--- src/rtl/sll_pkg.sv ---
// Shared types, character codes and keyword table for the stack language lexer.
package sll_pkg;

    // Keyword compare window: no keyword is longer than this
    localparam int KW_CHARS = 8;
    localparam int KW_LEN_W = $clog2(KW_CHARS + 1);
    localparam int KW_NUM   = 33;

    typedef logic [5:0] t_class;
    typedef logic [KW_CHARS-1:0][7:0] t_head;

    // Token classes with a meaning of their own
    localparam t_class CLS_UNKNOWN = 6'd0;
    localparam t_class CLS_INTEGER = 6'd1;
    localparam t_class CLS_STRING  = 6'd2;

    // Result kinds
    localparam logic KIND_CHAR  = 1'b0;
    localparam logic KIND_TOKEN = 1'b1;

    // Character codes
    localparam logic [7:0] CH_TAB        = 8'h09;
    localparam logic [7:0] CH_NEWLINE    = 8'h0A;
    localparam logic [7:0] CH_CR         = 8'h0D;
    localparam logic [7:0] CH_SPACE      = 8'h20;
    localparam logic [7:0] CH_QUOTE      = 8'h27;
    localparam logic [7:0] CH_MINUS      = 8'h2D;
    localparam logic [7:0] CH_ZERO       = 8'h30;
    localparam logic [7:0] CH_NINE       = 8'h39;
    localparam logic [7:0] CH_BSLASH     = 8'h5C;
    localparam logic [7:0] CH_UNDERSCORE = 8'h5F;
    localparam logic [7:0] CH_LOWER_N    = 8'h6E;

    // One result item
    typedef struct packed {
        logic               kind;
        t_class             token_class;
        logic signed [31:0] int_value;
        logic [7:0]         out_char;
        logic               too_long;
    } t_result;

    // Keyword spellings (last character in the low byte), lengths and classes
    localparam logic [8*KW_CHARS-1:0] KW_TEXT [KW_NUM] = '{
        "sdup", "sswap", "sdrop", "s.", "s.s",
        "concat", "len", "dup", "drop", "swap", ".", ".s",
        "+", "-", "*", "/", "%", "=", "!=", ">", ">=", "<", "<=",
        "itos", "itoc", "ctoi", "headtail", "if", "else", "endif",
        "while", "endwhile", "define"
    };

    localparam logic [KW_LEN_W-1:0] KW_LEN [KW_NUM] = '{
        4'd4, 4'd5, 4'd5, 4'd2, 4'd3,
        4'd6, 4'd3, 4'd3, 4'd4, 4'd4, 4'd1, 4'd2,
        4'd1, 4'd1, 4'd1, 4'd1, 4'd1, 4'd1, 4'd2, 4'd1, 4'd2, 4'd1, 4'd2,
        4'd4, 4'd4, 4'd4, 4'd8, 4'd2, 4'd4, 4'd5,
        4'd5, 4'd8, 4'd6
    };

    localparam t_class KW_CLS [KW_NUM] = '{
        6'd22, 6'd23, 6'd24, 6'd25, 6'd26,
        6'd27, 6'd29, 6'd4, 6'd6, 6'd5, 6'd7, 6'd8,
        6'd9, 6'd10, 6'd11, 6'd12, 6'd13, 6'd14, 6'd15, 6'd16, 6'd17, 6'd18, 6'd19,
        6'd20, 6'd21, 6'd30, 6'd28, 6'd31, 6'd32, 6'd33,
        6'd34, 6'd35, 6'd3
    };

endpackage

--- src/rtl/sll_kw_match.sv ---
// Parallel keyword comparator over the first bytes of a token.
module sll_kw_match (
    input  sll_pkg::t_head                   i_head,
    input  logic [sll_pkg::KW_LEN_W-1:0]     i_len,
    output sll_pkg::t_class                  o_class
);
    import sll_pkg::*;

    logic [KW_NUM-1:0] w_hit;

    // One comparator per keyword; spelling is reordered so the first char sits in byte 0
    for (genvar k = 0; k < KW_NUM; k++) begin : g_kw
        t_head w_ref;
        for (genvar b = 0; b < KW_CHARS; b++) begin : g_byte
            if (b < KW_LEN[k]) begin : g_used
                assign w_ref[b] = KW_TEXT[k][8*(KW_LEN[k]-1-b) +: 8];
            end else begin : g_pad
                assign w_ref[b] = 8'h00;
            end
        end
        assign w_hit[k] = (i_head == w_ref) && (i_len == KW_LEN[k]);
    end

    // Spellings are distinct, so at most one hit
    always_comb begin
        o_class = CLS_UNKNOWN;
        for (int k = 0; k < KW_NUM; k++) begin
            o_class = o_class | (w_hit[k] ? KW_CLS[k] : CLS_UNKNOWN);
        end
    end

endmodule

--- src/rtl/sll_lexer.sv ---
// Token state and per-byte step logic of the lexer.
module sll_lexer #(
    parameter int MAX_TOKEN_LEN = 255
) (
    input  logic             i_clk,
    input  logic             i_rst_n,
    input  logic             i_step,
    input  logic [7:0]       i_byte,
    input  logic             i_last,
    output logic             o_valid,
    output sll_pkg::t_result o_result
);
    import sll_pkg::*;

    localparam int LEN_W = $clog2(MAX_TOKEN_LEN + 1);

    t_head              r_head,       n_head;
    logic [LEN_W-1:0]   r_len,        n_len;
    logic [31:0]        r_acc,        n_acc;
    logic               r_digits,     n_digits;
    logic               r_neg,        n_neg;
    logic               r_in_string,  n_in_string;
    logic               r_escape,     n_escape;
    logic               r_at_boundary, n_at_boundary;
    logic               r_first,      n_first;
    logic               r_overflow,   n_overflow;

    logic                w_space;
    logic                w_digit;
    logic                w_pos_zero;
    logic                w_len_full;
    logic                w_is_int;
    logic [KW_LEN_W-1:0] w_len_short;
    t_class              w_kw_class;
    t_result             w_token;
    logic                w_emit_char;
    logic [7:0]          w_char;

    // Byte classes
    assign w_space    = (i_byte == CH_SPACE) || ((i_byte >= CH_TAB) && (i_byte <= CH_CR));
    assign w_digit    = (i_byte >= CH_ZERO) && (i_byte <= CH_NINE);
    assign w_pos_zero = (r_len == '0);
    assign w_len_full = (r_len >= LEN_W'(MAX_TOKEN_LEN));

    // Classification of the pending token
    assign w_is_int    = r_digits && (r_len != '0) && !(r_neg && (r_len == LEN_W'(1)));
    assign w_len_short = (r_len <= LEN_W'(KW_CHARS)) ? r_len[KW_LEN_W-1:0] : '0;

    sll_kw_match u_kw_match (
        .i_head  (r_head),
        .i_len   (w_len_short),
        .o_class (w_kw_class)
    );

    always_comb begin
        w_token.kind     = KIND_TOKEN;
        w_token.too_long = r_overflow;
        w_token.out_char = 8'h00;
        if (w_is_int) begin
            w_token.token_class = CLS_INTEGER;
            w_token.int_value   = r_neg ? (32'sd0 - $signed(r_acc)) : $signed(r_acc);
        end else begin
            w_token.token_class = r_in_string ? CLS_STRING : w_kw_class;
            w_token.int_value   = 32'sd0;
        end
    end

    // Next state and result of one byte
    always_comb begin
        n_head        = r_head;
        n_len         = r_len;
        n_acc         = r_acc;
        n_digits      = r_digits;
        n_neg         = r_neg;
        n_in_string   = r_in_string;
        n_escape      = r_escape;
        n_at_boundary = r_at_boundary;
        n_first       = r_first;
        n_overflow    = r_overflow;
        o_valid       = 1'b0;
        w_emit_char   = 1'b0;
        w_char        = i_byte;

        if (i_step) begin
            if (i_last) begin
                // end of input: flush and return to the reset state
                o_valid       = !r_at_boundary;
                n_head        = '0;
                n_len         = '0;
                n_acc         = '0;
                n_digits      = 1'b1;
                n_neg         = 1'b0;
                n_in_string   = 1'b0;
                n_escape      = 1'b0;
                n_overflow    = 1'b0;
                n_at_boundary = 1'b1;
                n_first       = 1'b1;
            end else if (w_space) begin
                // leading whitespace gives an empty unknown token (state is already clear)
                o_valid       = r_first || !r_at_boundary;
                n_head        = '0;
                n_len         = '0;
                n_acc         = '0;
                n_digits      = 1'b1;
                n_neg         = 1'b0;
                n_in_string   = 1'b0;
                n_escape      = 1'b0;
                n_overflow    = 1'b0;
                n_at_boundary = 1'b1;
                n_first       = 1'b0;
            end else begin
                n_first       = 1'b0;
                n_at_boundary = 1'b0;
                if (w_len_full) begin
                    n_overflow = 1'b1;
                end else begin
                    n_len = r_len + LEN_W'(1);
                    for (int b = 0; b < KW_CHARS; b++) begin
                        if (r_len == LEN_W'(b)) begin
                            n_head[b] = i_byte;
                        end
                    end
                    // integer form tracking
                    if (w_pos_zero && (i_byte == CH_MINUS)) begin
                        n_neg = 1'b1;
                    end else if (w_digit) begin
                        n_acc = (r_acc << 3) + (r_acc << 1) + {28'd0, i_byte[3:0]};
                    end else begin
                        n_digits = 1'b0;
                    end
                    // string decoding
                    if (w_pos_zero) begin
                        n_in_string = (i_byte == CH_QUOTE);
                    end else if (r_in_string) begin
                        if (r_escape) begin
                            n_escape    = 1'b0;
                            w_emit_char = 1'b1;
                            w_char      = (i_byte == CH_LOWER_N) ? CH_NEWLINE : i_byte;
                        end else if (i_byte == CH_UNDERSCORE) begin
                            w_emit_char = 1'b1;
                            w_char      = CH_SPACE;
                        end else if (i_byte == CH_BSLASH) begin
                            n_escape = 1'b1;
                        end else begin
                            w_emit_char = 1'b1;
                        end
                    end
                end
            end
        end

        if (w_emit_char) begin
            o_valid              = 1'b1;
            o_result.kind        = KIND_CHAR;
            o_result.token_class = CLS_STRING;
            o_result.int_value   = 32'sd0;
            o_result.out_char    = w_char;
            o_result.too_long    = 1'b0;
        end else begin
            o_result = w_token;
        end
    end

    // State registers
    always_ff @(posedge i_clk) begin
        if (!i_rst_n) begin
            r_head        <= '0;
            r_len         <= '0;
            r_acc         <= '0;
            r_digits      <= 1'b1;
            r_neg         <= 1'b0;
            r_in_string   <= 1'b0;
            r_escape      <= 1'b0;
            r_at_boundary <= 1'b1;
            r_first       <= 1'b1;
            r_overflow    <= 1'b0;
        end else begin
            r_head        <= n_head;
            r_len         <= n_len;
            r_acc         <= n_acc;
            r_digits      <= n_digits;
            r_neg         <= n_neg;
            r_in_string   <= n_in_string;
            r_escape      <= n_escape;
            r_at_boundary <= n_at_boundary;
            r_first       <= n_first;
            r_overflow    <= n_overflow;
        end
    end

`ifndef SYNTHESIS
    a_escape_in_string: assert property (@(posedge i_clk) disable iff (!i_rst_n)
        r_escape |-> r_in_string)
        else $error("escape pending outside a string token");

    a_open_token_has_bytes: assert property (@(posedge i_clk) disable iff (!i_rst_n)
        !r_at_boundary |-> (r_len != '0))
        else $error("open token with no kept bytes");

    a_end_restores: assert property (@(posedge i_clk) disable iff (!i_rst_n)
        (i_step && i_last) |=> (r_first && r_at_boundary && (r_len == '0)))
        else $error("end of input did not restore the start state");
`endif

endmodule

--- src/rtl/sll_out_fifo.sv ---
// Two-entry result queue that decouples the lexer step from the output stall.
module sll_out_fifo (
    input  logic             i_clk,
    input  logic             i_rst_n,
    input  logic             i_push,
    input  sll_pkg::t_result i_data,
    output logic             o_full,
    output logic             o_valid,
    input  logic             i_ready,
    output sll_pkg::t_result o_data
);
    import sll_pkg::*;

    localparam int DEPTH = 2;

    t_result    r_mem [DEPTH];
    logic       r_wr_ptr, n_wr_ptr;
    logic       r_rd_ptr, n_rd_ptr;
    logic [1:0] r_count,  n_count;
    logic       w_pop;

    assign o_full  = (r_count == 2'(DEPTH));
    assign o_valid = (r_count != 2'd0);
    assign o_data  = r_mem[r_rd_ptr];
    assign w_pop   = o_valid && i_ready;

    // Pointer and fill bookkeeping
    always_comb begin
        n_wr_ptr = i_push ? ~r_wr_ptr : r_wr_ptr;
        n_rd_ptr = w_pop  ? ~r_rd_ptr : r_rd_ptr;
        n_count  = r_count + {1'b0, i_push} - {1'b0, w_pop};
    end

    always_ff @(posedge i_clk) begin
        if (!i_rst_n) begin
            r_wr_ptr <= 1'b0;
            r_rd_ptr <= 1'b0;
            r_count  <= 2'd0;
        end else begin
            r_wr_ptr <= n_wr_ptr;
            r_rd_ptr <= n_rd_ptr;
            r_count  <= n_count;
        end
    end

    // Result storage
    always_ff @(posedge i_clk) begin
        if (i_push) begin
            r_mem[r_wr_ptr] <= i_data;
        end
    end

`ifndef SYNTHESIS
    a_no_overflow: assert property (@(posedge i_clk) disable iff (!i_rst_n)
        !(i_push && o_full))
        else $error("result pushed into a full queue");
`endif

endmodule

--- src/rtl/stack_language_lexer_core.sv ---
// Top level of the stack language lexer: input register, lexer step, result queue.
//
// Usage:
//   Slave stream: one source byte per request on tdata; tlast marks end of
//   input (the byte is then ignored) and flushes any pending token.
//   Master stream: at most one result per input byte. tuser is the kind
//   (0 decoded string character, 1 completed token); tdata carries the
//   token class, integer value, decoded character and too-long flag.
//   Throughput: one byte per cycle, sustained, while the receiver takes
//   results. Each accepted byte passes the input register, then the lexer
//   step into the queue, before its result is on the master side.
//   tready on the slave side depends on registers only: it drops when the
//   input register holds a byte and the two-entry result queue is full, so
//   a stalled receiver holds up at most two results plus one byte.
//   Reset (synchronous, active low) empties the pipeline and puts the
//   lexer at start of input, where leading whitespace gives an empty
//   unknown token.
module stack_language_lexer_core #(
    parameter int MAX_TOKEN_LEN = 255
) (
    input  logic        i_clk,
    input  logic        i_rst_n,
    // slave stream
    input  logic        i_s_axis_tvalid,
    output logic        o_s_axis_tready,
    input  logic [7:0]  i_s_axis_tdata,   // [7:0] byte_in
    input  logic        i_s_axis_tlast,   // end_of_input
    // master stream
    output logic        o_m_axis_tvalid,
    input  logic        i_m_axis_tready,
    output logic [47:0] o_m_axis_tdata,   // [5:0] token_class, [37:6] int_value,
                                          // [45:38] out_char, [46] too_long, [47] zero
    output logic        o_m_axis_tuser    // kind
);
    import sll_pkg::*;

    logic       r_in_valid;
    logic [7:0] r_in_byte;
    logic       r_in_last;

    logic       w_accept;
    logic       w_advance;
    logic       w_full;
    logic       w_push;
    t_result    w_step_result;
    t_result    w_out;

    // Input register
    assign o_s_axis_tready = !r_in_valid || !w_full;
    assign w_accept        = i_s_axis_tvalid && o_s_axis_tready;
    assign w_advance       = r_in_valid && !w_full;

    always_ff @(posedge i_clk) begin
        if (!i_rst_n) begin
            r_in_valid <= 1'b0;
        end else if (w_accept) begin
            r_in_valid <= 1'b1;
        end else if (w_advance) begin
            r_in_valid <= 1'b0;
        end
    end

    always_ff @(posedge i_clk) begin
        if (w_accept) begin
            r_in_byte <= i_s_axis_tdata;
            r_in_last <= i_s_axis_tlast;
        end
    end

    // Lexer step
    sll_lexer #(
        .MAX_TOKEN_LEN (MAX_TOKEN_LEN)
    ) u_lexer (
        .i_clk    (i_clk),
        .i_rst_n  (i_rst_n),
        .i_step   (w_advance),
        .i_byte   (r_in_byte),
        .i_last   (r_in_last),
        .o_valid  (w_push),
        .o_result (w_step_result)
    );

    // Result queue
    sll_out_fifo u_out_fifo (
        .i_clk   (i_clk),
        .i_rst_n (i_rst_n),
        .i_push  (w_push),
        .i_data  (w_step_result),
        .o_full  (w_full),
        .o_valid (o_m_axis_tvalid),
        .i_ready (i_m_axis_tready),
        .o_data  (w_out)
    );

    // Output packing
    assign o_m_axis_tdata = {1'b0, w_out.too_long, w_out.out_char, w_out.int_value,
                             w_out.token_class};
    assign o_m_axis_tuser = w_out.kind;

endmodule

--- config.mk ---
export PLATFORM = sky130hd
export DESIGN_NAME = stack_language_lexer_core
export DESIGN_NICKNAME = d
export VERILOG_FILES = /design/src/rtl/sll_pkg.sv /design/src/rtl/sll_kw_match.sv /design/src/rtl/sll_lexer.sv /design/src/rtl/sll_out_fifo.sv /design/src/rtl/stack_language_lexer_core.sv
export SDC_FILE = /design/constraint.sdc
export NUM_CORES = 1
export LEC_CHECK = 0
export ABC_AREA = 1
export BUFFER_PORTS_ARGS = -buffer_cell sky130_fd_sc_hd__buf_2
export CAP_MARGIN = 20
export CORE_MARGIN = 2
export CORE_UTILIZATION = 30
export CTS_BUF_LIST = sky130_fd_sc_hd__clkbuf_4 sky130_fd_sc_hd__clkbuf_8
export CTS_CLUSTER_DIAMETER = 100
export DETAILED_ROUTE_END_ITERATION = 7
export GPL_ROUTABILITY_DRIVEN = 0
export SYNTH_ARGS = -nofsm -noshare
export SYNTH_HDL_FRONTEND = slang
export SYNTH_HIERARCHICAL = 1
export SYNTH_SLANG_ARGS = --single-unit
--- constraint.sdc ---
create_clock -name i_clk -period 3.7 [get_ports i_clk]
set_input_delay 0.37 -clock i_clk [delete_from_list [all_inputs] [get_ports i_clk]]
set_output_delay 0.37 -clock i_clk [all_outputs]
set_load 0.1 [all_outputs]
==> summary.md, run 1 <==
| Metric | Value |
|---|---|
| Outcome | `complete, no violations` |
| EDFF count, synth | `105` |
| Critical path arrival | `3.10 ns` |
| Residual DRC | `0` |
| Maxcap violations | `0` |
| RSZ-0062 raised after global routing | `no` |
| Top cells by area, synth | `edfxtp_1 (22%), dfxtp_1 (16%), nand2_1 (14%)` |
| Initial DRC count | `1077` |
| Synth cell types | `49` |
| Detail Route Antenna Nets | `0` |
| Syn Nets | `2042` |
| Max VDD drop | `284.0 µV` |
| Pin count of the biggest net entering global routing | `45` |
| CTS max path bufs | `3` |
| Die Wd | `222.4 µm` |
| Ys Warns | `6` |
| DP Worst Slack | `0.8859 ns` |
| Vias in the first global route | `12.02k` |
| Core Box Area | `47450 µm²` |
| Die Ht | `222.4 µm` |
| Ports | `64` |
| TritonCTS Buffers | `38` |
| Layout fillers | `5008` |
| Slew Viols, Final | `0` |
| Vias per inst | `4.835` |
| Fin crit share | `77.63%` |
| Area of the mapped netlist | `14310 µm²` |
| Yosys top cell area share | `22.03%` |
| R2R setup slack | `0.83 ns` |
| Clk root buf | `clkbuf_8` |
| Leading area contributor after synthesis | `edfxtp_1` |
| Initial Util | `30.16%` |
| Layout cells sized above 1 | `12.51%` |
| Seq/Total Area, Yosys | `38.40%` |
| Critical path capture point type | `flip-flop` |
| GRT Overall Usage | `16.38%` |
| Grt total ovfl | `0` |
| Row count | `80` |
| DRT Pass-1 Iters | `6` |
| Kind of critical path | `reg -> reg` |
| Min Clock Period, post-route | `2.872 ns` |
| First-pass GRT wire length | `65160 µm` |
| Post-Syn Instances | `1962` |
| Post-DP HPWL | `31840 µm` |
| Via count | `13.03k` |
| CTS tree | `done` |
| Number of port buffers | `62` |
| PD cells | `448.2 nW/µm²` |
| Final nets | `2130` |
| Initial antenna violation count | `1` |
| Htree depth | `2` |
| Post-CTS Repair Setup Buffers | `0` |
| Final Hold Viols | `0` |
| Setup crit start kind | `flip-flop` |
| Clk slew on worst S/H paths | `0.06 ns` |
| Worst-Skew Late Latency | `0.56 ns` |
| WL/cell | `15.36 µm` |
| Leakage | `7.036 nW` |
| Async set-reset flop share out of synthesis | `0%` |
| P&R area growth vs syn | `13.07%` |
| DRT Wirelength | `41390 µm` |
| Worst-path maximum fanout | `34` |
| WP data required | `3.92 ns` |
| Fmax | `0.3481 GHz` |
| Slew @ Worst Pin | `1.198 ns` |
| Worst setup margin | `0.8277 ns` |
| Worst hold path class | `in -> reg` |
| Die area | `49460 µm²` |
| #FFs+latches synth | `222` |
| Post-route setup TNS | `0 ns` |
| Ys flop type | `dfxtp_1` |
| Worst relative slew slack | `19.82%` |
| # clock sinks | `222` |
| Worst Skew | `0.03644 ns` |
| Post-synthesis area per instance | `7.294 µm²` |
| Setup-failing EPs final | `0` |
==> through the flow <==
| step | util (%) | cells | hold WS (ns) | cell area, µm² | power (mW) |
|---|---|---|---|---|---|
| after global routing | 34.10 | 2693 | 0.1287 | 16180 | 7.550 |
| final | 34.10 | 2694 | 0.1198 | 16180 | 7.253 |
| after CTS | 34.10 | 2693 | 0.08449 | 16180 | 7.321 |
| after detailed placement | 32.23 | 2616 | 0.4546 | 15290 | 4.903 |
| after global placement | 32.23 | 2616 | 0.4422 | 15290 | 4.899 |
| after floorplan | - | 1962 | 0.4283 | 14310 | 4.551 |
==> kinds of logic after synthesis <==
group,Yosys count,share of synthesized area [%]
other,1,0.02621
flip-flops,222,38.40
XOR/XNOR,41,2.509
AO/OA/AOI/OAI,185,6.855
adder cells (fa/ha/maj),67,5.963
multiplexers,48,4.302
buffers and inverters,285,8.202
AND/OR/NAND/NOR,1113,33.74
==> power by group <==
| part | switching, mW | internal, mW | total, mW |
|---|---|---|---|
| combinational | 1.64 | 0.466 | 2.11 |
| sequential | 0.105 | 2.66 | 2.76 |
| clock | 1.02 | 1.36 | 2.38 |
==> layout make-up <==
cell class	instances	area [µm²]	area share, %
clock buffers	49	611.8	3.781
clock inverters	19	186.4	1.152
well taps	615	769.5	4.756
inverters	251	944.7	5.838
flip-flops and latches	222	5497	33.97
multi-input cells	1455	7649	47.27
diodes	1	2.502	0.01547
repair buffers	82	520.5	3.217
==> cell usage after synthesis, drive strengths merged (4+ instances only) <==
master / n
nor2: 330
mux2: 48
nor4: 7
xor2: 36
nand4: 30
xnor2: 5
clkbuf: 13
inv: 249
o21ai: 44
nor3: 41
edfxtp: 105
nand3: 132
nand3b: 9
ha: 65
a21oi: 132
nand2: 555
and2: 4
buf: 21
dfxtp: 117
==> sequential cells by signal (all words and copies together), names as in the netlist, 2 cells and up, named ones only <==
signal              count
u_lexer/r_acc          32
u_out_fifo/r_mem       96
u_lexer/r_len           8
u_out_fifo/r_count      2
u_lexer/r_head         64
r_in_byte               8
==> critical path, stage by stage (launching register included) <==
cell	delay (ns)
edfxtp_1	0.48
inv_2	0.15
nand2_1	0.08
nor2_1	0.13
nor2_1	0.08
nand2_2	0.10
nand3_4	0.15
nor2_4	0.22
nand3_4	0.19
o21ai_0	0.13
buf_4	0.16
nand2_1	0.07
inv_2	0.31
buf_12	0.27
==> path summary, 6_finish.rpt <==
check / start / to / cells after the start
max: r_in_byte[1]$_DFFE_PP_ / u_out_fifo/r_mem[1][32]$_DFFE_PP_ / 13
min reg2reg: u_lexer/r_overflow$_SDFFE_PN0P_ / u_lexer/r_overflow$_SDFFE_PN0P_ / 2
max reg2reg: r_in_byte[1]$_DFFE_PP_ / u_out_fifo/r_mem[1][32]$_DFFE_PP_ / 13
min: i_s_axis_tvalid / r_in_valid$_SDFFE_PN0P_ / 3
==> timing repair <==
action / CTS / global route
hold buffers: 9 / 0
resized for setup: 0 / 0
endpoints found under the setup margin: 0 / 0
hold endpoints to repair: 9 / 0
==> layer usage <==
metal / vias to the layer above / track usage (%) / share of wire [%]
met5: - / 0 / 0.036
met4: 2 / 4.287 / 1.8
met3: 56 / 2.579 / 7.5
met2: 455 / 23.83 / 41
met1: 5989 / 24.92 / 50
li1: 6523 / - / -
==> cells in the final DEF, fill, tap and decap left out, types with 28 or more instances in the layout <==
cell type and count:
nor3_1 38, nand4_1 30, inv_1 234, nor2_1 297, xor2_1 36, edfxtp_1 105
a21oi_1 131, ha_1 65, mux2_2 28, nand2_1 541, dfxtp_1 116, o21ai_0 39
buf_2 62, nand3_1 125, clkbuf_8 39
No activity file was read; power rests on OpenSTA's default activity.
==> inputs of run 2 (changes only) <==
==> constraint.sdc (replaced) <==
create_clock -name i_clk -period 2.45 [get_ports i_clk]
set_input_delay 0.245 -clock i_clk [delete_from_list [all_inputs] [get_ports i_clk]]
set_output_delay 0.245 -clock i_clk [all_outputs]
set_load 0.1 [all_outputs]
==> summary.md, run 2 (synthesis results as in run 1) <==
| Metric | Value |
|---|---|
| Htree depth | `2` |
| CTS tree | `done` |
| Grt total ovfl | `0` |
| Residual DRC | `0` |
| Min Clock Period, post-route | `2.392 ns` |
| Layout fillers | `4973` |
| Clk slew on worst S/H paths | `0.07 ns` |
| Initial antenna violation count | `0` |
| Via count | `13.48k` |
| Leakage | `7.643 nW` |
| Most common cell after layout, fill and taps aside | `nand2_1` |
| PD cells | `637.3 nW/µm²` |
| Setup crit start kind | `flip-flop` |
| Final nets | `2227` |
| Worst setup margin | `0.05818 ns` |
| Antenna Cells | `0` |
| Critical path capture point type | `flip-flop` |
| Kind of critical path | `reg -> reg` |
| Worst relative slew slack | `54.11%` |
| Worst Skew | `0.01157 ns` |
| Max reg flops | `96` |
| Initial DRC count | `1136` |
| Clk root buf | `clkbuf_8` |
| Critical path arrival | `2.80 ns` |
| Final Hold Viols | `0` |
| Setup-failing EPs final | `0` |
| Worst-Skew Late Latency | `0.56 ns` |
| Top reg by flops | `u_out_fifo/r_mem` |
| Placed cells | `2690` |
| Worst-path maximum fanout | `4` |
| DRT Wirelength | `43080 µm` |
| Max VDD drop | `318.0 µV` |
| GRT Overall Usage | `16.44%` |
| Min Hold Slack | `0.04613 ns` |
| Vias in the first global route | `12.41k` |
| CTS max path bufs | `3` |
| WL/cell | `15.43 µm` |
| DP Worst Slack | `-0.01465 ns` |
| First-pass GRT wire length | `65740 µm` |
| Global Route met2 Usage | `24.64%` |
| Initial Util | `30.16%` |
| Row count | `80` |
| # clock sinks | `222` |
| Slew Viols, Final | `0` |
| Post-DP HPWL | `31810 µm` |
| Ports | `64` |
| Fin crit share | `97.63%` |
| Detail Route Antenna Nets | `0` |
| Die Wd | `222.4 µm` |
| DRT Pass-1 Iters | `7` |
| Pin count of the biggest net entering global routing | `62` |
| RSZ-0062 raised after global routing | `yes` |
| GRT busiest layer | `met2` |
| Met3 Use GR | `2.460%` |
| Worst hold path class | `in -> reg` |
| WP data required | `2.86 ns` |
| Layout cells sized above 1 | `20.40%` |
| Leading cell types in the layout, fill and taps excluded | `nand2_1 (523), nor2_1 (277), inv_1 (225)` |
| Die area | `49460 µm²` |
| Slew @ Worst Pin | `0.6884 ns` |
| P&R area growth vs syn | `22.01%` |
| Die Ht | `222.4 µm` |
| Fmax | `0.4181 GHz` |
| Number of port buffers | `62` |
| Core Box Area | `47450 µm²` |
| Met1 Use GR | `23.86%` |
| Biggest regs | `u_out_fifo/r_mem x96, u_lexer/r_head x64, u_lexer/r_acc x32` |
| Outcome | `complete, no violations` |
| TritonCTS Buffers | `39` |
| Maxcap violations | `0` |
| Finished Layout Cells | `2792` |
| Vias per inst | `4.827` |
## run 2: changes by cell type in the layout (fill, tap and decap cells not counted), sizes merged
cell         previous run  this run
buf                    73       162
clkbuf                 49        65
clkinv                 15         8
clkinvlp                1         4
bufinv                  4         2
diode                   1         0
dlygate4sd3             9        10
inv                   250       249
## run 2: report_power, final
group	leakage (nW)	switching, mW	internal (mW)
logic	5.28	2.50	0.810
clock network	0.439	1.60	2.08
registers	1.92	0.126	4.01
## run 2: critical path, cell delays in order (launching register included)
cell	delay [ns]
dfxtp_1	0.35
nor2_4	0.11
nand3_4	0.12
nor2_1	0.22
nor2_4	0.07
nor2_4	0.16
nand2_2	0.07
nor2_2	0.12
buf_6	0.12
nand2_2	0.05
nor2_2	0.12
nand2_1	0.06
nor2_1	0.12
nand2_1	0.08
nand2_1	0.09
inv_2	0.04
nand2_2	0.05
nor2_2	0.04
nand2_1	0.06
nand2_1	0.06
nor2_2	0.12
## run 2: metrics by stage
stage          area (µm²)  utilization [%]  total power [mW]   TNS, ns
5_1_grt             17460            36.80             11.56    -1.640
3_3_place_gp        15880            33.47             7.406         0
4_1_cts             16820            35.46             11.15         0
6_report            17460            36.80             11.13         0
2_1_floorplan       14340                -             6.878    -16.37
3_5_place_dp        15880            33.47             7.433  -0.01946
## run 2: area by class of cell
cell class / instances / area (µm²) / share of cell area [%]
clock buffer: 59 / 711.9 / 4.078
timing repair buffer: 178 / 1434 / 8.213
sequential: 222 / 5505 / 31.53
multi-input combinational: 1455 / 7965 / 45.62
clock inverter: 12 / 116.4 / 0.6665
tap: 615 / 769.5 / 4.407
inverter: 251 / 957.2 / 5.482
## run 2: worst paths after layout
kind	start	to	slack, ns	cells after the start
worst max-delay path	u_lexer/r_len[4]$_SDFFE_PN0P_	u_out_fifo/r_mem[1][45]$_DFFE_PP_	0.06	20
worst min-delay path	i_m_axis_tready	flip-flop	0.05	4
worst max register to register	u_lexer/r_len[4]$_SDFFE_PN0P_	u_out_fifo/r_mem[1][45]$_DFFE_PP_	0.06	20
worst min register to register	u_lexer/r_head[60]$_SDFFE_PN0P_	u_lexer/r_head[60]$_SDFFE_PN0P_	0.47	2
## run 2: repair_timing
action | CTS | global route
endpoints found under the setup margin | 9 | 157
resized for setup | 5 | 92
pin swaps | 0 | 30
gates cloned | 0 | 10
hold buffers | 10 | 0
hold endpoints to repair | 10 | 0
setup buffers | 0 | 11
## run 2: layer usage
layer / routed length, µm / up-vias
met1: 20460 / 6199
met4: 1313 / 0
met3: 2807 / 94
li1: - / 6722
met2: 18500 / 461
met5: 0 / -
